===== config.mk =====
export PLATFORM = sky130hd
export DESIGN_NAME = bencode_to_json_transcoder_flat
export DESIGN_NICKNAME = d
export VERILOG_FILES = /design/src/bjt_pkg.sv /design/src/bjt_req_if.sv /design/src/bjt_rsp_if.sv /design/src/bjt_ram.sv /design/src/bencode_to_json_transcoder.sv /design/src/flat_wrapper.sv
export SDC_FILE = /design/constraint.sdc
export NUM_CORES = 2
export LEC_CHECK = 0
export ABC_CLOCK_PERIOD_IN_PS = 63000
export BUFFER_PORTS_ARGS = -buffer_cell sky130_fd_sc_hd__clkbuf_2
export CAP_MARGIN = 10
export CORE_MARGIN = 10
export CORE_UTILIZATION = 41
export DETAILED_ROUTE_END_ITERATION = 7
export PLACE_DENSITY = 0.65
export SETUP_SLACK_MARGIN = 0.1
export SLEW_MARGIN = 20
export SYNTH_ARGS = -nofsm -noshare
export SYNTH_HDL_FRONTEND = slang
export SYNTH_HIERARCHICAL = 1
export SYNTH_SLANG_ARGS = --single-unit

===== constraint.sdc =====
create_clock -name clock -period 63 [get_ports clock]
set_clock_uncertainty 0.2 [all_clocks]
set_input_delay 15.75 -clock clock [delete_from_list [all_inputs] [get_ports clock]]
set_output_delay 15.75 -clock clock [all_outputs]
set_load 0.01 [all_outputs]

===== src/bjt_pkg.sv =====
package bjt_pkg;

   typedef logic [7:0] byte_type;
   typedef logic [2:0] nest_type;
   typedef logic [1:0] mode_type;

   localparam logic OP_DATA = 1'b0;
   localparam logic OP_END  = 1'b1;

   localparam mode_type MODE_TOP  = 2'd0;
   localparam mode_type MODE_INT  = 2'd1;
   localparam mode_type MODE_LEN  = 2'd2;
   localparam mode_type MODE_BODY = 2'd3;

   localparam logic [1:0] PHASE_NONE  = 2'd0;
   localparam logic [1:0] PHASE_MINUS = 2'd1;
   localparam logic [1:0] PHASE_DIGIT = 2'd2;

   localparam nest_type NS_TOP    = 3'd0;
   localparam nest_type NS_DFIRST = 3'd1;
   localparam nest_type NS_DVAL   = 3'd2;
   localparam nest_type NS_DNEXT  = 3'd3;
   localparam nest_type NS_LFIRST = 3'd4;
   localparam nest_type NS_LNEXT  = 3'd5;

   localparam byte_type CH_LF     = 8'h0a;
   localparam byte_type CH_QUOTE  = 8'h22;
   localparam byte_type CH_COMMA  = 8'h2c;
   localparam byte_type CH_MINUS  = 8'h2d;
   localparam byte_type CH_ZERO   = 8'h30;
   localparam byte_type CH_NINE   = 8'h39;
   localparam byte_type CH_COLON  = 8'h3a;
   localparam byte_type CH_LBRACK = 8'h5b;
   localparam byte_type CH_BSLASH = 8'h5c;
   localparam byte_type CH_RBRACK = 8'h5d;
   localparam byte_type CH_D      = 8'h64;
   localparam byte_type CH_E      = 8'h65;
   localparam byte_type CH_I      = 8'h69;
   localparam byte_type CH_L      = 8'h6c;
   localparam byte_type CH_LBRACE = 8'h7b;
   localparam byte_type CH_RBRACE = 8'h7d;

   localparam int MAX_RESULTS = 3;

endpackage


===== src/bjt_req_if.sv =====
interface bjt_req_if;
   logic       valid;
   logic       ready;
   logic       op;
   logic [7:0] data_byte;

   modport source (output valid, output op, output data_byte, input ready);
   modport sink (input valid, input op, input data_byte, output ready);
endinterface


===== src/bjt_rsp_if.sv =====
interface bjt_rsp_if;
   logic        valid;
   logic        ready;
   logic [7:0]  out_byte;
   logic        byte_valid;
   logic        parse_error;
   logic [31:0] error_position;
   logic        last;

   modport source (output valid, output out_byte, output byte_valid, output parse_error,
                   output error_position, output last, input ready);
   modport sink (input valid, input out_byte, input byte_valid, input parse_error,
                 input error_position, input last, output ready);
endinterface


===== src/bjt_ram.sv =====
module bjt_ram #(
   parameter int WIDTH = 3,
   parameter int DEPTH = 1024
) (
   input  logic                     clock,
   input  logic                     we,
   input  logic [$clog2(DEPTH)-1:0] waddr,
   input  logic [WIDTH-1:0]         wdata,
   input  logic [$clog2(DEPTH)-1:0] raddr,
   output logic [WIDTH-1:0]         rdata
);

   logic [WIDTH-1:0] mem [DEPTH];

   always_ff @(posedge clock) begin
      if (we) begin
         mem[waddr] <= wdata;
      end
      rdata <= mem[raddr];
   end

endmodule


===== src/bencode_to_json_transcoder.sv =====
// channel   dir  payload                                              handshake
// req_chan  in   op, data_byte                                        valid/ready
// rsp_chan  out  out_byte, byte_valid, parse_error, error_position,   valid/ready
//                last
//
// a word is taken into the input register, then processed combinationally
// into a result buffer of up to three words, which drains one word per cycle
// while rsp_chan is ready; the result buffer drain sets the rate of input words
// the next input is processed in the cycle the last buffered result is taken
// synchronous reset clears control state; the nesting memory is not cleared,
// the current nesting level lives in a register and lower levels are written before use
// a stall on rsp_chan holds the buffer; req_chan then fills the input register and stops
module bencode_to_json_transcoder #(
   parameter int STACK_DEPTH = 1024,
   parameter int LENGTH_BITS = 32
) (
   input  logic clock,
   input  logic reset,
   bjt_req_if.sink   req_chan,
   bjt_rsp_if.source rsp_chan
);
   import bjt_pkg::*;

   localparam int SP_W = $clog2(STACK_DEPTH);
   localparam logic [SP_W-1:0] SP_MAX = SP_W'(STACK_DEPTH - 1);

   logic                   in_valid_ff, in_valid_in;
   logic                   in_op_ff;
   byte_type               in_byte_ff;
   mode_type               mode_ff, mode_in;
   logic [1:0]             phase_ff, phase_in;
   logic [LENGTH_BITS-1:0] rem_ff, rem_in;
   logic [SP_W-1:0]        sp_ff, sp_in;
   nest_type               top_ff, top_in;
   logic [31:0]            pos_ff, pos_in;
   logic                   latched_ff, latched_in;
   logic [1:0]             cnt_ff, cnt_in;
   logic                   err_ff, err_in;
   logic [31:0]            epos_ff, epos_in;
   byte_type               bytes_ff [MAX_RESULTS];
   byte_type               bytes_in [MAX_RESULTS];
   logic                   coll_ff;
   nest_type               wdata_ff;

   logic                   proc;
   logic                   push;
   nest_type               wcode;
   nest_type               rd_code;
   nest_type               below;
   logic [SP_W-1:0]        raddr;
   logic [1:0]             n;
   byte_type               rb [MAX_RESULTS];
   logic                   err;
   logic                   is_digit;
   byte_type               c;
   logic                   sep_emit;
   byte_type               sep_ch;
   nest_type               sep_top;
   logic [LENGTH_BITS+3:0] prod;
   logic [LENGTH_BITS-1:0] rem_dec;

   assign c        = in_byte_ff;
   assign is_digit = (c >= CH_ZERO) && (c <= CH_NINE);
   assign proc     = in_valid_ff && ((cnt_ff == 2'd0) || ((cnt_ff == 2'd1) && rsp_chan.ready));
   assign below    = coll_ff ? wdata_ff : rd_code;
   assign raddr    = sp_in - SP_W'(1);
   assign rem_dec  = rem_ff - LENGTH_BITS'(1);
   assign prod     = ({4'd0, rem_ff} << 3) + ({4'd0, rem_ff} << 1)
                     + (LENGTH_BITS+4)'(c - CH_ZERO);

   assign req_chan.ready = !in_valid_ff || proc;

   bjt_ram #(
      .WIDTH ($bits(nest_type)),
      .DEPTH (STACK_DEPTH)
   ) u_stack (
      .clock (clock),
      .we    (push),
      .waddr (sp_ff),
      .wdata (wcode),
      .raddr (raddr),
      .rdata (rd_code)
   );

   // separator ahead of a new value
   always_comb begin
      sep_emit = 1'b0;
      sep_ch   = CH_COMMA;
      sep_top  = top_ff;
      unique case (top_ff)
         NS_DFIRST: sep_top = NS_DVAL;
         NS_DVAL: begin
            sep_emit = 1'b1;
            sep_ch   = CH_COLON;
            sep_top  = NS_DNEXT;
         end
         NS_DNEXT: begin
            sep_emit = 1'b1;
            sep_top  = NS_DVAL;
         end
         NS_LFIRST: sep_top = NS_LNEXT;
         NS_LNEXT:  sep_emit = 1'b1;
         default:   sep_top = top_ff;
      endcase
   end

   always_comb begin
      mode_in    = mode_ff;
      phase_in   = phase_ff;
      rem_in     = rem_ff;
      sp_in      = sp_ff;
      top_in     = top_ff;
      pos_in     = pos_ff;
      latched_in = latched_ff;
      push       = 1'b0;
      wcode      = sep_top;
      n          = 2'd0;
      err        = 1'b0;
      for (int k = 0; k < MAX_RESULTS; k++) begin
         rb[k] = '0;
      end
      if (proc && !latched_ff) begin
         pos_in = pos_ff + 32'd1;
         if (in_op_ff == OP_END) begin
            if (mode_ff != MODE_TOP || sp_ff != '0) begin
               err = 1'b1;
            end else begin
               rb[0]    = CH_LF;
               n        = 2'd1;
               mode_in  = MODE_TOP;
               phase_in = PHASE_NONE;
               rem_in   = '0;
               sp_in    = '0;
               top_in   = NS_TOP;
               pos_in   = '0;
            end
         end else begin
            unique case (mode_ff)
               MODE_INT: begin
                  if (is_digit) begin
                     phase_in = PHASE_DIGIT;
                     rb[0]    = c;
                     n        = 2'd1;
                  end else if (c == CH_E && phase_ff == PHASE_DIGIT) begin
                     mode_in = MODE_TOP;
                  end else if (c == CH_MINUS && phase_ff == PHASE_NONE) begin
                     phase_in = PHASE_MINUS;
                     rb[0]    = c;
                     n        = 2'd1;
                  end else begin
                     err = 1'b1;
                  end
               end
               MODE_LEN: begin
                  if (is_digit) begin
                     if (|prod[LENGTH_BITS+3:LENGTH_BITS]) begin
                        err = 1'b1;
                     end else begin
                        rem_in = prod[LENGTH_BITS-1:0];
                     end
                  end else if (c == CH_COLON) begin
                     if (rem_ff == '0) begin
                        rb[0]   = CH_QUOTE;
                        n       = 2'd1;
                        mode_in = MODE_TOP;
                     end else begin
                        mode_in = MODE_BODY;
                     end
                  end else begin
                     err = 1'b1;
                  end
               end
               MODE_BODY: begin
                  if (c == CH_QUOTE || c == CH_BSLASH) begin
                     rb[n] = CH_BSLASH;
                     n     = n + 2'd1;
                  end
                  rb[n]  = c;
                  n      = n + 2'd1;
                  rem_in = rem_dec;
                  if (rem_dec == '0) begin
                     rb[n]   = CH_QUOTE;
                     n       = n + 2'd1;
                     mode_in = MODE_TOP;
                  end
               end
               default: begin
                  if (c == CH_D || c == CH_L) begin
                     if (sp_ff == SP_MAX) begin
                        err = 1'b1;
                     end else begin
                        if (sep_emit) begin
                           rb[n] = sep_ch;
                           n     = n + 2'd1;
                        end
                        rb[n]  = (c == CH_D) ? CH_LBRACE : CH_LBRACK;
                        n      = n + 2'd1;
                        push   = 1'b1;
                        sp_in  = sp_ff + SP_W'(1);
                        top_in = (c == CH_D) ? NS_DFIRST : NS_LFIRST;
                     end
                  end else if (c == CH_I) begin
                     if (sep_emit) begin
                        rb[n] = sep_ch;
                        n     = n + 2'd1;
                     end
                     top_in   = sep_top;
                     mode_in  = MODE_INT;
                     phase_in = PHASE_NONE;
                  end else if (is_digit) begin
                     if (sep_emit) begin
                        rb[n] = sep_ch;
                        n     = n + 2'd1;
                     end
                     rb[n]   = CH_QUOTE;
                     n       = n + 2'd1;
                     top_in  = sep_top;
                     rem_in  = LENGTH_BITS'(c - CH_ZERO);
                     mode_in = MODE_LEN;
                  end else if (c == CH_E) begin
                     if (top_ff == NS_LFIRST || top_ff == NS_LNEXT) begin
                        rb[0]  = CH_RBRACK;
                        n      = 2'd1;
                        sp_in  = sp_ff - SP_W'(1);
                        top_in = below;
                     end else if (top_ff == NS_DFIRST || top_ff == NS_DNEXT) begin
                        rb[0]  = CH_RBRACE;
                        n      = 2'd1;
                        sp_in  = sp_ff - SP_W'(1);
                        top_in = below;
                     end else begin
                        err = 1'b1;
                     end
                  end else if (c != CH_LF) begin
                     err = 1'b1;
                  end
               end
            endcase
         end
         if (err) begin
            mode_in    = mode_ff;
            phase_in   = phase_ff;
            rem_in     = rem_ff;
            sp_in      = sp_ff;
            top_in     = top_ff;
            push       = 1'b0;
            latched_in = 1'b1;
            n          = 2'd1;
         end
      end
   end

   // result buffer and input register
   always_comb begin
      in_valid_in = in_valid_ff;
      cnt_in      = cnt_ff;
      err_in      = err_ff;
      epos_in     = epos_ff;
      bytes_in    = bytes_ff;
      if (req_chan.valid && req_chan.ready) begin
         in_valid_in = 1'b1;
      end else if (proc) begin
         in_valid_in = 1'b0;
      end
      if (proc) begin
         cnt_in   = n;
         err_in   = err;
         epos_in  = pos_ff + 32'd1;
         bytes_in = rb;
      end else if (rsp_chan.valid && rsp_chan.ready) begin
         cnt_in      = cnt_ff - 2'd1;
         bytes_in[0] = bytes_ff[1];
         bytes_in[1] = bytes_ff[2];
      end
   end

   always_ff @(posedge clock) begin
      if (reset) begin
         in_valid_ff <= 1'b0;
         mode_ff     <= MODE_TOP;
         phase_ff    <= PHASE_NONE;
         rem_ff      <= '0;
         sp_ff       <= '0;
         top_ff      <= NS_TOP;
         pos_ff      <= '0;
         latched_ff  <= 1'b0;
         cnt_ff      <= 2'd0;
         err_ff      <= 1'b0;
         coll_ff     <= 1'b0;
      end else begin
         in_valid_ff <= in_valid_in;
         mode_ff     <= mode_in;
         phase_ff    <= phase_in;
         rem_ff      <= rem_in;
         sp_ff       <= sp_in;
         top_ff      <= top_in;
         pos_ff      <= pos_in;
         latched_ff  <= latched_in;
         cnt_ff      <= cnt_in;
         err_ff      <= err_in;
         coll_ff     <= push && (sp_ff == raddr);
      end
   end

   always_ff @(posedge clock) begin
      if (req_chan.valid && req_chan.ready) begin
         in_op_ff   <= req_chan.op;
         in_byte_ff <= req_chan.data_byte;
      end
      epos_ff  <= epos_in;
      bytes_ff <= bytes_in;
      wdata_ff <= wcode;
   end

   assign rsp_chan.valid          = cnt_ff != 2'd0;
   assign rsp_chan.out_byte       = err_ff ? 8'd0 : bytes_ff[0];
   assign rsp_chan.byte_valid     = !err_ff;
   assign rsp_chan.parse_error    = err_ff;
   assign rsp_chan.error_position = err_ff ? epos_ff : 32'd0;
   assign rsp_chan.last           = cnt_ff == 2'd1;

   // an error word always stands alone
   a_err_single : assert property (@(posedge clock) disable iff (reset)
      (err_ff && cnt_ff != 2'd0) |-> (cnt_ff == 2'd1))
      else $error("error result shares the buffer");

   // nothing comes out once an error has been reported
   a_latched_silent : assert property (@(posedge clock) disable iff (reset)
      (proc && latched_ff) |=> (cnt_ff == 2'd0))
      else $error("result after latched error");

   // never push past the deepest nesting level
   a_no_overflow : assert property (@(posedge clock) disable iff (reset)
      push |-> (sp_ff != SP_MAX))
      else $error("nesting push beyond depth");

   // a string body always has bytes left
   a_body_len : assert property (@(posedge clock) disable iff (reset)
      (mode_ff == MODE_BODY) |-> (rem_ff != '0))
      else $error("string body with zero length left");

   // a closing bracket only leaves the nesting level it closed
   a_pop_level : assert property (@(posedge clock) disable iff (reset)
      (proc && !err && (sp_in != sp_ff) && !push && (sp_in != '0 || sp_ff != '0)
         && in_op_ff == OP_DATA) |=> (sp_ff == $past(sp_ff) - SP_W'(1)))
      else $error("nesting level moved by more than one");

endmodule


===== src/flat_wrapper.sv =====
// flat-port wrapper written by rule: the top's interface ports become plain ports
module bencode_to_json_transcoder_flat import bjt_pkg::*;
#(
   parameter int STACK_DEPTH = 1024,
   parameter int LENGTH_BITS = 32
)
  (clock, reset, req_chan_valid, req_chan_op, req_chan_data_byte, req_chan_ready, rsp_chan_valid, rsp_chan_out_byte, rsp_chan_byte_valid, rsp_chan_parse_error, rsp_chan_error_position, rsp_chan_last, rsp_chan_ready);
  bjt_req_if req_chan_i ();
  bjt_rsp_if rsp_chan_i ();
  input  logic clock;
  input  logic reset;
  input wire logic [$bits(req_chan_i.valid)-1:0] req_chan_valid;
  input wire logic [$bits(req_chan_i.op)-1:0] req_chan_op;
  input wire logic [$bits(req_chan_i.data_byte)-1:0] req_chan_data_byte;
  output wire logic [$bits(req_chan_i.ready)-1:0] req_chan_ready;
  output wire logic [$bits(rsp_chan_i.valid)-1:0] rsp_chan_valid;
  output wire logic [$bits(rsp_chan_i.out_byte)-1:0] rsp_chan_out_byte;
  output wire logic [$bits(rsp_chan_i.byte_valid)-1:0] rsp_chan_byte_valid;
  output wire logic [$bits(rsp_chan_i.parse_error)-1:0] rsp_chan_parse_error;
  output wire logic [$bits(rsp_chan_i.error_position)-1:0] rsp_chan_error_position;
  output wire logic [$bits(rsp_chan_i.last)-1:0] rsp_chan_last;
  input wire logic [$bits(rsp_chan_i.ready)-1:0] rsp_chan_ready;
  assign req_chan_i.valid = req_chan_valid;
  assign req_chan_i.op = req_chan_op;
  assign req_chan_i.data_byte = req_chan_data_byte;
  assign req_chan_ready = req_chan_i.ready;
  assign rsp_chan_valid = rsp_chan_i.valid;
  assign rsp_chan_out_byte = rsp_chan_i.out_byte;
  assign rsp_chan_byte_valid = rsp_chan_i.byte_valid;
  assign rsp_chan_parse_error = rsp_chan_i.parse_error;
  assign rsp_chan_error_position = rsp_chan_i.error_position;
  assign rsp_chan_last = rsp_chan_i.last;
  assign rsp_chan_i.ready = rsp_chan_ready;
  bencode_to_json_transcoder #(.STACK_DEPTH(STACK_DEPTH), .LENGTH_BITS(LENGTH_BITS)) u_core (.clock(clock), .reset(reset), .req_chan(req_chan_i), .rsp_chan(rsp_chan_i));
endmodule

==> After elaboration in Yosys (flattened, before gate mapping) <==
Memory sizes are Yosys's and may differ from the RTL's. A register that Yosys moved wholly into a read port is not among the register bits.
Cells that the tools add are included.
{ "classes": {"bitwise": 12, "eq_ne": 39, "addsub": 14, "n_mux": 175, "n_reduce_logical": 49, "order_cmp": 10} }
{ "ops": {"columns": ["op", "n"], "rows": [
  ["32-bit two-way mux", 10],
  ["8-bit two-way mux", 29],
  ["10-bit two-way mux", 12],
  ["24-bit two-way mux", 4],
  ["32-bit one-hot mux with 3 select lines", 1],
  ["2-bit two-way mux", 47],
  ["16-bit two-way mux", 5],
  ["8-bit demux with 2-bit select", 4],
  ["32-bit zero test", 2],
  ["24-bit bitwise mux", 2],
  ["8-bit by 7-bit equality test with 1-bit output, second input constant", 5],
  ["35-bit by 33-bit adder with 36-bit output", 1],
  ["36-bit adder", 1],
  ["18-bit bitwise AND", 2],
  ["3-bit two-way mux", 12],
  ["18-bit inverter", 2],
  ["1-bit two-way mux", 35],
  ["32-bit by 1-bit adder with 32-bit output, second input constant", 1],
  ["16-bit one-hot mux with 2 select lines", 1],
  ["32-bit by 1-bit subtractor with 32-bit output, second input constant", 1],
  ["8-bit by 6-bit equality test with 1-bit output, second input constant", 3],
  ["8-bit one-hot mux with 3 select lines", 1],
  ["10-bit by 1-bit subtractor with 10-bit output, second input constant", 2],
  ["6-bit two-way mux", 3],
  ["other kinds (51)", 113]
]} }
{ "word_totals": {"mem_count": 1, "output_inout_bits": 45, "ff_bits": 155, "ram_bits": 3072, "wordCells": 318} }
{ "mem_list": {"columns": ["memory", "words", "width", "rd", "rd_clocked_by_memory_dff", "wr", "line", "source"], "rows": [
  ["u_core.u_stack.mem", 1024, 3, 1, 1, 1, "bjt_ram.sv:13", "logic [WIDTH-1:0] mem [DEPTH];"]
]} }

==> Depth between registers and ports, before layout <==
{ "depth": {"depth_word": 24, "depth_mapped": 32} }

==> By module <==
The synthesis kept the hierarchy.
{ "by_module_without_submodules": {"columns": ["mod", "seq_area_each_um2", "cells_each", "area_per_inst_um2", "instances"], "rows": [
  ["bjt_ram", 92308.5, 6544, 123702.4, 1],
  ["bencode_to_json_transcoder", 3543.4, 1430, 11703.7, 1]
]} }

==> Worst setup path after synthesis <==
OpenSTA, ideal clock, no wires.
{ "synth_timing": {"path_type": "reg-to-reg", "start": "reg u_core.top_ff[2]", "end": "mem u_core.u_stack.mem[0][0] (data pin)", "t_arrival_ns": 40.223, "setup_ns": 8.147, "path_stages_with_launch": 4, "required_ns": 54.653, "path_slack_ns": 14.430, "path_cell_list": "dfxtp_1 clkbuf_1 nand2b_1 o21ai_0"} }
{ "synth_via": {"elab_chain_len": 3, "elab_cells_between_ends": 6} }
{ "synth_rtl": {"columns": ["element", "line", "source"], "rows": [
  ["start: declaration", "bencode_to_json_transcoder.sv:34", "nest_type top_ff, top_in;"],
  ["start signal: assignment", "bencode_to_json_transcoder.sv:296", "top_ff <= top_in;"],
  ["3-bit by 2-bit equality test with 1-bit output / 3-bit by 1-bit equality test with 1-bit output (equally long branches)", "bencode_to_json_transcoder.sv:90", "unique case (top_ff)"],
  ["2-bit OR reduction (no line)", null, null],
  ["3-bit one-hot mux with 3 select lines (*)", "bencode_to_json_transcoder.sv:90", null],
  ["net u_core.sep_top[0]", "bencode_to_json_transcoder.sv:58", "nest_type sep_top;"],
  ["end: declaration", "bjt_ram.sv:13", null]
]} }
The timed path passes the listed nets; every way through them passes the cells marked *.

==> Worst setup path in the final report <==
{ "layout_timing": {"start": "in rsp_chan_ready", "end": "out req_chan_ready"} }
{ "layout_via": {"elab_chain_len": 4} }
{ "layout_rtl": {"columns": ["element", "line", "source"], "rows": [
  ["start: declaration", "flat_wrapper.sv:22", "input wire logic [$bits(rsp_chan_i.ready)-1:0] rsp_chan_ready;"],
  ["1-bit logical AND", "bencode_to_json_transcoder.sv:64", "assign proc = in_valid_ff && ((cnt_ff == 2'd0) || ((cnt_ff == 2'd1) && rsp_chan.ready));"],
  ["1-bit logical OR", "bencode_to_json_transcoder.sv:64", null],
  ["1-bit logical AND", "bencode_to_json_transcoder.sv:64", null],
  ["1-bit logical OR", "bencode_to_json_transcoder.sv:71", "assign req_chan.ready = !in_valid_ff || proc;"],
  ["end: declaration", "flat_wrapper.sv:15", "output wire logic [$bits(req_chan_i.ready)-1:0] req_chan_ready;"]
]} }
No other way between the ends.

==> impl_metrics.csv <==
group,metric,value,unit
routing,wl,362000,um
critical_path,regToRegEndpoint,"u_core/u_stack/rdata[2]",
placed_design,place_inst,12000,
placed_design,place_ws,30.55,ns
global_routing,grt_max_degree,224,
routing,viasPerCell,6.01,
global_routing,globalRouteOverflowTotal,0,
worst_hold_path,min_from,"u_core/pos_ff[28]",
pwr,p_leak,0.0552,uW
routing,ant_nets,0,
finish,area_delta_synth_final,10.8,%
clock_tree,cts_buffers,323,
finish,finalNonFillerCells,12600,
synth,synthXorXnorAreaFrac,0.634,%
synth,ys_types,113,
finish,fin_area,150000,um^2
synth,synthCells,7974,
synth,syn-num-nets,8074,
clock_tree,cts.htree.levels,5,
synth,async_flop_share,0,%
synth,avgSynthCellArea,17.0,um^2
clock_tree,cts_tree,"yes",
routing,via_count,75500,
sta,fin_tns_setup,0,ns
routing,dr.pass1.iters,8,
critical_path,ff2ff_setup_slack,51.52,ns
worst_hold_path,whs_endpoint,"u_core/pos_ff[28]",
critical_path,critPathArrivalTime,16.49,ns
floorplan,dieWidth,595,um
sta,fin_crit_sh,51.5,%
synth,synth_area,135000,um^2
critical_path,end_kind,"primary output",
clock_tree,cts_max_path_buffers,4,
clock_tree,holdBufCountCts,0,
sta,drv_slew,0,
finish,fillers,27400,
routing,drc,0,
clock_tree,postCtsSetupBuffers,0,
sta,slew_headroom,18.9,%
floorplan,die_h,595,um
critical_path,r2r_start,"u_core/c[4]",
critical_path,r2r_cells,25,
clock_tree,cts_resized,0,
routing,drt_iter0_markers,9906,
clock_tree,cts.sinks,3223,
worst_hold_path,min_path_type,"register to register",
synth,yosysTopAreaCellShare,69.4,%
sta,max_freq,30.8,MHz
global_routing,antenna_found_initial,22,
global_routing,grt_pass1_wl,525000,um
routing,wl_per_cell,28.8,um
synth,synth_simple_gate_area_share,6.48,%
synth,ys_warn_count,6,
clock_tree,cts.reportedPaths.clkPinSlew,0.06,ns
flow_run,cap_violations,0,
sta,rsz0062_at_grt,"no",
floorplan,coreArea,328000,um^2
synth,synth.yosys.seq_area_share,70.8,%
finish,final_nets,8063,
placed_design,gp_congestion,0.855,
sta,finalHoldViolCount,0,
sta,setup_violations,0,
placed_design,dpl.hpwl,212000,um
floorplan,pin_count,58,
sta,worstMarginPinSlew,1.21,ns
sta,fin_ws,30.56,ns
placed_design,portBuffers,57,
clock_tree,cts_root_buf,"clkbuf_16",
pwr,cellPowerDensity,28.5,nW/um^2
synth,synth_area_leader_cell,"edfxtp_1",
critical_path,crit_fanout,4,
synth,synth_edf_count,3130,
critical_path,crit_required,47.05,ns
placed_design,place_area,140000,um^2
synth,ys_ff_latch,3223,
sta,min_period,32.44,ns
synth,synthTopCellsByArea,"edfxtp_1, mux4_2, nor2_1",
finish,drive_above_1_share,17.7,%
synth,synth_ff_type,"edfxtp_1",
pwr,peakVddDrop,0.0253,mV
global_routing,track_usage,19.7,%
floorplan,rows,210,
critical_path,cp-start-kind,"input pin",
synth,synth_top_family_by_area,"multiplexers",
critical_path,crit_type,"input pin to primary output",
synth,synth-compound-area-share,4.71,%
floorplan,dieArea,354000,um^2
floorplan,start_util,41.3,%
worst_hold_path,worstHoldPathCells,2,
synth,synth_fa_ha_area_share,0.976,%
clock_tree,clock_latency,0.90,ns
synth,synth_mux_area_share,13.7,%
status,status,"completed",
global_routing,first_global_vias,75000,
layout by cell type, fill, tap and decap left out, types with 65 or more instances in the layout:
cell	Yosys	final
clkbuf_16	0	331
dfxtp_1	93	91
mux4_2	635	635
mux2i_1	330	330
a21oi_1	217	217
o21ai_0	133	132
clkbuf_1	310	65
a22oi_1	68	67
nor2_1	1204	1196
o22ai_1	85	85
edfxtp_1	3130	3130
buf_4	29	168
nor3_1	95	92
nand3_1	95	71
o221ai_1	103	103
nand2_1	270	254
critical path, cell delays in order:
cell and delay [ns]:
clkbuf_2 0.10, a21oi_1 0.33, nand2_1 0.16, clkbuf_2 0.16
layout make-up:
class                   instances  area (um^2)  share of cell area (%)
diodes                          5         12.5                 0.00834
clock buffers                 399         8570                    5.71
clock inverters               169         1650                    1.10
inverters                      43          176                   0.118
multi-input cells            4129        36400                    24.3
flip-flops and latches       3223        95900                    63.9
well taps                    4346         5440                    3.62
repair buffers                243         1890                    1.26
synthesized netlist by cell type (21+ instances only):
cell / instances
edfxtp_1: 3130
nor2_1: 1204
mux4_2: 635
mux2i_1: 330
clkbuf_1: 310
nand2_1: 270
a21oi_1: 217
o21ai_0: 133
o221ai_1: 103
nand3_1: 95
nor3_1: 95
dfxtp_1: 93
o22ai_1: 85
buf_2: 75
a22oi_1: 68
xnor2_1: 61
and2_1: 58
ha_1: 56
buf_1: 52
a211oi_1: 51
buf_6: 48
inv_1: 42
nor2b_1: 39
xor2_1: 37
nand4_1: 33
nor4_1: 33
and3_1: 32
buf_8: 32
fa_1: 31
buf_4: 29
or3_1: 29
mux4_1: 27
o31ai_1: 26
a22o_1: 25
buf_12: 25
a21o_1: 22
nand2b_1: 21
metrics by stage:
| step | power [uW] | util, % | hold slack, ns |
|---|---|---|---|
| floorplan | 2420 | - | 0.232 |
| global placement | 2430 | 42.6 | 0.263 |
| detailed placement | 2430 | 42.6 | 0.257 |
| CTS | 4300 | 45.7 | 0.265 |
| global route | 4390 | 45.7 | 0.299 |
| finish | 4270 | 45.7 | 0.264 |
cells by family after synthesis:
group,Yosys count
compound gates,935
buf+inv,622
fa+ha+maj,87
flops,3223
simple gates,1998
other cells,1
xor+xnor,98
mux,1010
where the power goes:
group          switching, uW  internal [uW]  total, uW
Clock                    802           1080       1880
Combinational           39.7           17.4       57.1
Sequential              4.57           2330       2330
Total                    847           3420       4270
registers in the layout, indices dropped and copies added, names as in the netlist, 8 cells and up:
signal,count
u_core/bytes_ff,17
u_core/sp_ff,10
u_core/u_stack/mem,3072
u_core/pos_ff,32
u_core/c,8
u_core/rem_ff,32
u_core/epos_ff,32
per-layer routing:
metal / track usage, % / up-vias / share of wire, %
li1: - / 31600 / -
met1: 26.5 / 39200 / 38
met2: 31.6 / 3965 / 47
met3: 4.52 / 743 / 10
met4: 6.97 / 6 / 3.9
met5: 0 / - / 0.019
worst max-delay path by stage:
stage	start	end	slack (ns)
5_1_grt	rsp_chan_ready	req_chan_ready	30.48
3_3_place_gp	rsp_chan_ready	req_chan_ready	30.52
3_5_place_dp	rsp_chan_ready	req_chan_ready	30.55
4_1_cts	rsp_chan_ready	req_chan_ready	30.53
2_1_floorplan	u_core/top_ff[2]	u_core/u_stack/mem[0][0]	14.43
6_report	rsp_chan_ready	req_chan_ready	30.56
Power figures use the tool's default switching activity.
